<file path="src/design/brrc_pkg.sv">
// ----------------------------------------------------------------------------
// brrc_pkg
// Shared types and constants of the base-relocation range checker.
// ----------------------------------------------------------------------------
package brrc_pkg;

  localparam int MaxRanges   = 32;
  localparam int SlotW       = $clog2(MaxRanges);
  localparam int CountW      = 6;
  localparam int PageBytes   = 4096;
  localparam int PageSpan    = PageBytes + 7;
  localparam int QueueDepth  = 2;

  localparam logic [1:0] MODE_LOAD   = 2'd0;
  localparam logic [1:0] MODE_HEADER = 2'd1;
  localparam logic [1:0] MODE_ENTRY  = 2'd2;
  localparam logic [1:0] MODE_START  = 2'd3;

  localparam logic [2:0] ST_OK        = 3'd0;
  localparam logic [2:0] ST_BAD_BLOCK = 3'd1;
  localparam logic [2:0] ST_MISALIGN  = 3'd2;
  localparam logic [2:0] ST_BAD_TYPE  = 3'd3;
  localparam logic [2:0] ST_OUTSIDE   = 3'd4;
  localparam logic [2:0] ST_CODE_HIT  = 3'd5;
  localparam logic [2:0] ST_STRAY     = 3'd6;
  localparam logic [2:0] ST_EARLY_HDR = 3'd7;

  localparam logic [3:0] TYPE_PAD    = 4'd0;
  localparam logic [3:0] TYPE_HIGHLOW = 4'd3;
  localparam logic [3:0] TYPE_DIR64  = 4'd10;

  localparam logic [1:0] CFG_IMAGE = 2'd0;
  localparam logic [1:0] CFG_DIR   = 2'd1;
  localparam logic [1:0] CFG_COUNT = 2'd2;

  typedef struct packed {
    logic [1:0]  mode;
    logic [4:0]  range_slot;
    logic [31:0] range_base;
    logic [13:0] range_bytes;
    logic [31:0] page_base;
    logic [31:0] block_bytes;
    logic [15:0] entry_word;
  } in_beat_t;

  typedef struct packed {
    logic [2:0]  status;
    logic        block_relevant;
    logic        block_finished;
    logic        directory_finished;
    logic [28:0] blocks_seen;
    logic [28:0] blocks_skipped;
    logic [30:0] entries_seen;
  } out_beat_t;

  // Classified beat handed from the front to the back.
  typedef struct packed {
    logic [1:0]  mode;
    logic [31:0] page_base;
    logic [31:0] block_bytes;
    logic        page_hit;     // header page span overlaps a range
    logic [3:0]  etype;
    logic [11:0] eoffs;
  } work_t;

  // True when [a, a+alen) and [b, b+blen) share a byte; lengths nonzero.
  function automatic logic spans_meet(logic [32:0] a, logic [13:0] alen,
                                      logic [31:0] b, logic [13:0] blen);
    logic [33:0] a_end;
    logic [33:0] b_end;
    begin
      a_end = {1'b0, a} + {20'd0, alen};
      b_end = {2'b0, b} + {20'd0, blen};
      spans_meet = (alen != '0) && (blen != '0) &&
                   ({1'b0, a} < b_end) && ({2'b0, b} < a_end);
    end
  endfunction

endpackage

</file>
<file path="src/design/brrc_back.sv">
// ----------------------------------------------------------------------------
// brrc_back
// Carries out queued beats: scan state, checks, counters and result register.
// ----------------------------------------------------------------------------
module brrc_back (
  input  logic                        clk,
  input  logic                        rst_n,
  input  logic                        q_valid,
  input  brrc_pkg::work_t             q_head,
  output logic                        q_pop,
  input  logic [31:0]                 image_bytes,
  input  logic [31:0]                 directory_bytes,
  output logic [32:0]                 site,
  output logic [13:0]                 site_len,
  input  logic                        site_hit,
  output logic                        out_valid,
  input  logic                        out_ready,
  output brrc_pkg::out_beat_t         out_data
);

  logic [31:0] page_r, page_nxt, rem_r, rem_nxt, off_r, off_nxt;
  logic        rel_r, rel_nxt;
  logic [2:0]  err_r, err_nxt;
  logic [28:0] blk_r, blk_nxt, skip_r, skip_nxt;
  logic [30:0] ent_r, ent_nxt;
  logic        ovalid_r;
  brrc_pkg::out_beat_t odata_r;
  logic [31:0] left;
  logic [32:0] lim;

  assign q_pop = q_valid && (!ovalid_r || out_ready);
  assign site     = {1'b0, page_r} + {21'd0, q_head.eoffs};
  assign site_len = (q_head.etype == brrc_pkg::TYPE_DIR64) ? 14'd8 : 14'd4;
  assign left = (off_r >= directory_bytes) ? 32'd0 : directory_bytes - off_r;
  assign lim  = {1'b0, image_bytes} - {19'd0, site_len};

  always_comb begin
    page_nxt = page_r; rem_nxt = rem_r; off_nxt = off_r; rel_nxt = rel_r;
    err_nxt = err_r; blk_nxt = blk_r; skip_nxt = skip_r; ent_nxt = ent_r;
    if (q_head.mode == brrc_pkg::MODE_START) begin
      page_nxt = '0; rem_nxt = '0; off_nxt = '0; rel_nxt = 1'b0;
      err_nxt = brrc_pkg::ST_OK; blk_nxt = '0; skip_nxt = '0; ent_nxt = '0;
    end else if (err_r == brrc_pkg::ST_OK && q_head.mode == brrc_pkg::MODE_HEADER) begin
      if (rem_r != '0) err_nxt = brrc_pkg::ST_EARLY_HDR;
      else if (off_r[1:0] != 2'd0) err_nxt = brrc_pkg::ST_MISALIGN;
      else if (q_head.page_base[11:0] != '0 || q_head.page_base >= image_bytes ||
               q_head.block_bytes < 32'd8 || q_head.block_bytes[0] ||
               q_head.block_bytes > left)
        err_nxt = brrc_pkg::ST_BAD_BLOCK;
      else begin
        blk_nxt  = (&blk_r) ? blk_r : blk_r + 29'd1;
        page_nxt = q_head.page_base;
        rel_nxt  = q_head.page_hit;
        if (!q_head.page_hit) skip_nxt = (&skip_r) ? skip_r : skip_r + 29'd1;
        rem_nxt  = q_head.block_bytes - 32'd8;
        off_nxt  = off_r + q_head.block_bytes;
      end
    end else if (err_r == brrc_pkg::ST_OK && q_head.mode == brrc_pkg::MODE_ENTRY) begin
      if (rem_r == '0) err_nxt = brrc_pkg::ST_STRAY;
      else begin
        rem_nxt = rem_r - 32'd2;
        if (rel_r) begin
          ent_nxt = (&ent_r) ? ent_r : ent_r + 31'd1;
          if (q_head.etype == brrc_pkg::TYPE_PAD) begin
            err_nxt = err_r;
          end else if (q_head.etype != brrc_pkg::TYPE_HIGHLOW &&
                       q_head.etype != brrc_pkg::TYPE_DIR64) begin
            err_nxt = brrc_pkg::ST_BAD_TYPE;
          end else if (site > {1'b0, image_bytes} || lim[32] || site > lim) begin
            err_nxt = brrc_pkg::ST_OUTSIDE;
          end else if (site_hit) begin
            err_nxt = brrc_pkg::ST_CODE_HIT;
          end
        end
      end
    end
  end

  always_ff @(posedge clk) begin
    if (!rst_n) begin
      page_r <= '0; rem_r <= '0; off_r <= '0; rel_r <= 1'b0;
      err_r <= brrc_pkg::ST_OK; blk_r <= '0; skip_r <= '0; ent_r <= '0;
      ovalid_r <= 1'b0;
    end else begin
      if (q_pop) begin
        page_r <= page_nxt; rem_r <= rem_nxt; off_r <= off_nxt; rel_r <= rel_nxt;
        err_r <= err_nxt; blk_r <= blk_nxt; skip_r <= skip_nxt; ent_r <= ent_nxt;
        ovalid_r <= 1'b1;
      end else if (out_ready) begin
        ovalid_r <= 1'b0;
      end
    end
  end

  // Result register.
  always_ff @(posedge clk) begin
    if (q_pop) begin
      odata_r.status             <= err_nxt;
      odata_r.block_relevant     <= rel_nxt;
      odata_r.block_finished     <= (rem_nxt == '0);
      odata_r.directory_finished <= (err_nxt == brrc_pkg::ST_OK) && (rem_nxt == '0) &&
                                    (off_nxt >= directory_bytes);
      odata_r.blocks_seen        <= blk_nxt;
      odata_r.blocks_skipped     <= skip_nxt;
      odata_r.entries_seen       <= ent_nxt;
    end
  end

  assign out_valid = ovalid_r;
  assign out_data  = odata_r;

  // An error stays latched unless a start beat arrives.
  a_latch: assert property (@(posedge clk) disable iff (!rst_n)
    (q_pop && err_r != brrc_pkg::ST_OK && q_head.mode != brrc_pkg::MODE_START)
    |=> $stable(err_r)) else $error("error latch lost");
  a_skip_le: assert property (@(posedge clk) disable iff (!rst_n)
    skip_r <= blk_r) else $error("skips exceed blocks");
  a_stall_hold: assert property (@(posedge clk) disable iff (!rst_n)
    (ovalid_r && !out_ready) |=> ovalid_r) else $error("result dropped");

endmodule
</file>
<file path="config.mk">
export PLATFORM = sky130hd
export DESIGN_NAME = brrc_back
export DESIGN_NICKNAME = d
export VERILOG_FILES = /design/src/design/brrc_pkg.sv /design/src/design/brrc_back.sv
export SDC_FILE = /design/constraint.sdc
export NUM_CORES = 1
export LEC_CHECK = 0
export ABC_AREA = 0
export BUFFER_PORTS_ARGS = -buffer_cell sky130_fd_sc_hd__buf_4
export CORE_MARGIN = 2
export CORE_UTILIZATION = 35
export DETAILED_ROUTE_END_ITERATION = 16
export GPL_TIMING_DRIVEN = 0
export PLACE_DENSITY_LB_ADDON = 0.3
export SLEW_MARGIN = 40
export SYNTH_ARGS = -nofsm -noshare
export SYNTH_HDL_FRONTEND = slang
export SYNTH_SLANG_ARGS = --single-unit
</file>
<file path="constraint.sdc">
create_clock -name clk -period 22.4 [get_ports clk]
set_clock_uncertainty 0.05 [all_clocks]
set_input_delay 6.72 -clock clk [delete_from_list [all_inputs] [get_ports clk]]
set_output_delay 6.72 -clock clk [all_outputs]
set_load 0.005 [all_outputs]
</file>
==> results.md, run 1 <==
* Max-cap violations at 0
* Area of the mapped netlist at between 20000 and 25000 sq um
* Die area at between 60000 and 70000 sq um
* Setup TNS at 0 ns
* H-tree level count at 2
* Slowest cell on the critical path: a2111oi_1
* Post-synth EDFFs at 95
* I/O pins at just under 300
* First-pass GRT wire length at 135000 um
* Cell variety after synth at slightly below 90
* Status: completed
* Post-place instance area at between 20000 and 30000 sq um
* Core area at 67200 sq um
* WS Path Type: primary input to flip-flop
* Worst EP required at around 23 ns
* Drt first pass iters at 6
* Leakage at between 10 and 15 nW
* Post-Syn Instances at approximately 2900
* Clock net sink count at 285
* Vias in the first global route at between 20000 and 25000
* Grt total ovfl at 0
* Synth cell count leaders: 286 x nor2_1, 241 x ha_1, 233 x nand2_1
* Vias at 23628
* Minimum clock period at 17.35 ns
* Synth top area cells: dfxtp_1 16%, ha_1 13%, edfxtp_1 12%
* Nets at 3679
* Dpl hpwl at between 70000 and 80000 um
* Power, Total at 1.46 mW
* Worst slew pin tran at 0.977 ns
* Clk slew on worst S/H paths at around 0.06 ns
* Slew Limit Fails at 0
* Placed insts at roughly 4000
* Syn Area/Cell at ~8.0 sq um
* Synth warnings at 0
* DR DRC count at 0
* Synth Flop Type: dfxtp_1
* Root Buffer: clkbuf_16
* Power Density at 51.8 nW/um^2
* Post-synth top area cell: dfxtp_1
* Post-route design area at 28200 sq um
* CP max FO at 10
* DRT iter0 DRCs at approximately 2100
* Final Instance Count excl. Fillers at ~4200
* GR Util All Layers at 25.1%
* Count leader, synth: nor2_1
* Worst slack at placement at 4.77 ns
* IO buf count at 283
* Wire length per cell at about 22 um
* Slew HR at 34.9%
* Worst path arrival time at between 15 and 20 ns
* Post-route ant nets at 0
* RD Place Congestion at approximately 0.99
* Largest net degree at the start of global routing at a little over 40
* Starting density of the core at 35.3%
* Num CTS Buffers at 35
* Via-to-Cell Ratio at ~5.6
* Num rows at between 90 and 100
* RSZ-0062 raised after global routing: false
* Syn-to-layout area delta at 19.2%
* Maximum VDD drop at between 0.04 and 0.05 mV
* Startpoint Class: primary input
* Post-CTS Setup Bufs at 0
* Critical path capture point type: flip-flop
* Top-area cell type share of the netlist area at approximately 16%
* Clock Path Buffers at 3
* Endpoints failing hold at 0
* Critical path's largest stage delay at between 0.7 and 0.8 ns
* Final WS setup at between 5 and 6 ns
* Setup Viol. Count Final at 0
* Hold_buf cts at 0
* Asr flop ratio synth at 0%
* Final period utilization at 77.4%
* Antenna violations before repair at 4
* F_max at approximately 58 MHz
* HP Class: flip-flop to flip-flop
* Drt total wl at approximately 90000 um
* Worst skew pair latency at 0.58 ns
* CTS tree: done
* Layout cell share with drive strength beyond 1 at about an eighth
* Register area share after synthesis at between 20% and 30%
* CTS resizes at 0
* Die H at 264 um
* Synthesized flop and latch total at 285
* Die Wd at approximately 260 um
kinds of logic (layout without fill, tap and decap cells):
group	after synthesis	count (layout)	synth area share, %
compound gates	732	732	20.0
xor+xnor	236	236	8.72
fa+ha+maj	245	245	13.1
buf+inv	301	654	5.09
flops	285	285	28.1
mux	18	18	0.781
other cells	1	13	0.0158
simple gates	1127	1127	24.3
worst max-delay path: cells and delay by family:
| kind | cells | cell delay, ns |
|---|---|---|
| compound gates | 16 | 5.65 |
| fa+ha+maj | 4 | 0.95 |
| buf+inv | 6 | 1.23 |
| simple gates | 9 | 2.97 |
per-stage QoR:
stage	hold slack (ns)	util [%]
finish	0.435	42.0
global placement	0.421	40.1
global route	0.443	42.0
CTS	0.437	42.0
floorplan	0.407	-
detailed placement	0.425	40.3
state kept, by name, indices dropped and copies added (netlist names):
signal / count
ent_r: 31
out_valid: 1
out_data: 95
blk_r: 29
off_r: 32
page_r: 32
rem_r: 32
rel_r: 1
skip_r: 29
err_r: 3
final timing paths:
check	startpoint	endpoint	slack (ns)	cells after the start
worst min register to register	page_r[8]	page_r[8]	0.44	1
worst max-delay path	directory_bytes[0]	out_data[89]	5.05	35
worst min-delay path	page_r[8]	page_r[8]	0.44	1
worst max register to register	off_r[0]	out_data[89]	10.89	33
cells in the final DEF (no fill, tap or decap), drive strengths merged, types with 17 or more instances in the layout:
cell / n
a21boi: 39
nand2: 234
and2: 33
o21a: 17
nor2: 288
o21ai: 159
nand3: 114
o31ai: 40
a31oi: 31
a21o: 49
or4: 17
inv: 162
ha: 241
clkbuf: 162
a22oi: 29
o211ai: 27
and4: 18
nor3: 80
nand4: 75
dfxtp: 190
a211oi: 28
or3: 48
edfxtp: 95
xnor2: 138
and3: 54
a21oi: 199
buf: 315
xor2: 98
nor4: 52
nand2b: 23
nor2b: 54
power breakdown:
part / internal (mW) / switching [mW] / leakage (nW)
registers: 0.547 / 0.00854 / 2.48
clock network: 0.326 / 0.251 / 0.544
logic: 0.126 / 0.206 / 8.49
layer usage:
| metal | global-route usage (%) | vias up | part of all wire, % |
|---|---|---|---|
| met1 | 33.6 | 11100 | 44 |
| met2 | 41.2 | 925 | 46 |
| met3 | 3.76 | 167 | 7.0 |
| met4 | 8.46 | 4 | 3.5 |
| li1 | - | 11432 | - |
| met5 | 0 | - | 0.037 |
final cells by class:
type,count,area (sq um)
repair buffers,289,2210
diodes,1,2.50
multi-input cells,2370,15900
plain buffers,143,639
well taps,873,1090
inverters,158,593
flip-flops and latches,285,6660
clock buffers,45,943
fillers,6875,38900
clock inverters,19,184
(Power assumes the default switching activity.)
==> run 2: changes to the inputs <==
Settings changed: ABC_AREA 0 to 1.
Clock period 22.4 ns to 14.9 ns, I/O delays scaled along.
==> results.md, run 2 <==
* Post-Syn Instances at 3595 (+22%)
* Post-place instance area at 27800 sq um (+2.7%)
* IO buf count at 283 (unchanged)
* Dpl hpwl at 73900 um (+3.7%)
* Minimum clock period at between 10 and 15 ns
* Maximum VDD drop at 0.0661 mV (+54%)
* DRT iter0 DRCs at 2095 (-1.3%)
* CP max FO at 10 (unchanged)
* DRT met1 WL at 41500 um (+4.4%)
* Root Buffer: clkbuf_16
* Worst slew pin tran at 0.971 ns (-0.00545 ns)
* H-tree level count at 2 (unchanged)
* Worst slack at placement at 2.12 ns (-2.65 ns)
* Critical path buffer and inverter count at 8 (+2)
* RSZ-0062 raised after global routing: false
* Clock Power Share at 38.2% (-1.2 points)
* Synthesized flop and latch total at 285 (unchanged)
* Startpoint Class: primary input
* Max FFs per register at 95 (unchanged)
* Via-to-Cell Ratio at 5.21 (-7.8%)
* Num rows at 96 (+1.1%)
* CTS tree: done
* Switching share of power at 33.9% (+2.2 points)
* Die Wd at 268 um (+1.5%)
* Die area at 71900 sq um (+3.0%)
* Synth warnings at 0 (unchanged)
* Worst skew pair latency at 0.57 ns (about the same)
* Critical path's largest stage delay at 0.51 ns (-0.27 ns)
* Pint at 1.67 mW (+68%)
* Power Density at 86.9 nW/um^2 (+68%)
* Met2 routed WL at 41200 um (about the same)
* Clk slew on worst S/H paths at 0.06 ns (about the same)
* Met3 WL at 6100 um (-2.9%)
* DR DRC count at 0 (unchanged)
* Status: completed
* Syn-to-layout area delta at 19.3%
* Drt total wl at 91300 um (+0.98%)
* Slowest cell on the critical path: inv_1
* Asr flop ratio synth at 0% (unchanged)
* Slew Limit Fails at 0 (unchanged)
* Final period utilization at 81.6%
* Commonest non-fill, non-tap cell in the layout: nand2_1
* Top Metal Used: met5
* Logic pwr share at 26.6% (+3.9 points)
* Setup Viol. Count Final at 0 (unchanged)
* Synth Flop Type: dfxtp_1
* Most frequent CP cell: nand2_1
* Max-cap violations at 0 (unchanged)
* Largest net degree at the start of global routing at 44 (+7.3%)
* Post-CTS Setup Bufs at 0 (unchanged)
* Final WS setup at 2.75 ns (-2.31 ns)
* Num CTS Buffers at 38 (+8.6%)
* Fillers at 7233 (+5.2%)
* Top-area cell type share of the netlist area at 15.6% (-0.48 points)
* Power, Total at 2.53 mW (+73%)
* F_max at 82.3 MHz
* Cell variety after synth at 64 (-28%)
* Post-synth top area cell: dfxtp_1
* Antenna violations before repair at 6 (+2)
* Hold_buf cts at 0 (unchanged)
* Vias at 25501 (+7.9%)
* Most frequent cells in the layout: 678 x nand2_1, 515 x inv_1, 412 x a21oi_1, 297 x buf_4, 294 x nor2_1
* CP delay by family, top: simple AND/OR/NAND/NOR gates
* Die H at 268 um (+1.5%)
* Clock Path Buffers at 3 (unchanged)
* Clock net sink count at 285 (unchanged)
* CTS resizes at 0 (unchanged)
* Worst EP required at 15.23 ns (-7.39 ns)
* Endpoints failing hold at 0 (unchanged)
* Slew HR at 35.2% (+0.36 points)
* I/O pins at 296 (unchanged)
* First-pass GRT wire length at 137000 um (+1.5%)
* Layout cell share with drive strength beyond 1 at 13.5% (+0.32 points)
* Net switching power at 860 uW (+85%)
* Placed insts at 4823 (+17%)
* Setup TNS at 0 ns (unchanged)
* Grt total ovfl at 0 (unchanged)
* Synth cell count leaders: 678 x nand2_1, 515 x inv_1, 412 x a21oi_1
* Synth top area cells: dfxtp_1 16%, ha_1 12%, edfxtp_1 12%
* Wire length per cell at 18.7 um (-14%)
* GR Util All Layers at 24.7% (-0.38 points)
* HP Class: flip-flop to flip-flop
* Nets at 4329 (+18%)
* Post-route ant nets at 0 (unchanged)
* Post-route design area at 29200 sq um (+3.2%)
* Core area at 68800 sq um (+2.5%)
* Count leader, synth: nand2_1
* Worst path arrival time at 12.49 ns (-5.08 ns)
* Critical path capture point type: flip-flop
* Syn Area/Cell at 6.80 sq um (-16%)
* Drt first pass iters at 6 (unchanged)
* Starting density of the core at 35.5% (+0.21 points)
* Leakage at 13.6 nW (+18%)
* WS Path Type: primary input to flip-flop
* Area of the mapped netlist at 24400 sq um (+3.1%)
* Post-synth EDFFs at 95 (unchanged)
* Vias in the first global route at 23229 (+5.9%)
* RD Place Congestion at 0.960 (-2.8%)
* Register share of total power at 35.2% (-2.7 points)
* Register area share after synthesis at 27.2% (-0.84 points)
* Final Instance Count excl. Fillers at 4894 (+17%)
[run 2: changes by cell type after synthesis, moves of 47 or more]
cell	before	now
nand2_1	233	678
inv_1	158	515
a21oi_1	199	412
xnor2_1	138	15
o21ai_0	158	273
nand3_1	113	217
nor2b_1	54	0
and3_1	54	1
clkbuf_1	117	70
[run 2: cell families after synthesis]
family | count (synthesis) | share of synthesized area (%)
buf+inv | 655 | 10.5
other cells | 1 | 0.0154
simple gates | 1488 | 27.7
flops | 285 | 27.2
fa+ha+maj | 245 | 12.7
xor+xnor | 110 | 3.94
compound gates | 811 | 17.9
[run 2: final timing paths]
check                startpoint            to  slack [ns]  depth (start not counted)
max reg2reg            off_r[0]  out_data[89]        6.35                         43
max          directory_bytes[0]  out_data[89]        2.75                         45
min reg2reg           page_r[6]     page_r[6]        0.39                          2
min                   page_r[6]     page_r[6]        0.39                          2
[run 2: layout make-up]
class	instances	area, sq um	area share, %
diodes	1	2.50	0.00858
plain buffers	115	542	1.86
clock buffers	44	1000	3.45
clock inverters	26	303	1.04
inverters	540	2030	6.98
multi-input cells	2666	15300	52.4
flip-flops and latches	285	6660	22.8
well taps	931	1160	4.00
repair buffers	286	2180	7.46
[run 2: power by group through the flow]
stage	clock network (mW)	logic [mW]	registers (mW)
6_report	0.968	0.675	0.891
5_1_grt	1.02	0.759	0.896
4_1_cts	0.985	0.669	0.890
3_5_place_dp	0	0.665	0.906
3_3_place_gp	0	0.657	0.909
2_1_floorplan	0	0.423	0.900
[run 2: metal layers]
metal,global-route usage (%),vias up
met5,0,-
met4,7.31,4
met3,3.15,119
met2,39.6,814
met1,34.6,11822
li1,-,12742
[run 2: per-stage QoR]
stage	util, %	hold slack [ns]
after CTS	42.3	0.393
after floorplan	-	0.371
after global placement	40.3	0.381
after detailed placement	40.4	0.384
final	42.4	0.392
after global routing	42.4	0.401
[run 2: worst register-to-register path: cells and delay by family, from the launching register on]
| kind | cells | cell delay (ns) |
|---|---|---|
| buffers and inverters | 6 | 1.41 |
| and+or+nand+nor | 25 | 3.81 |
| AOI/OAI and AO/OA | 8 | 1.68 |
| adders and majority gates | 4 | 1.01 |
| DFF | 1 | 0.41 |
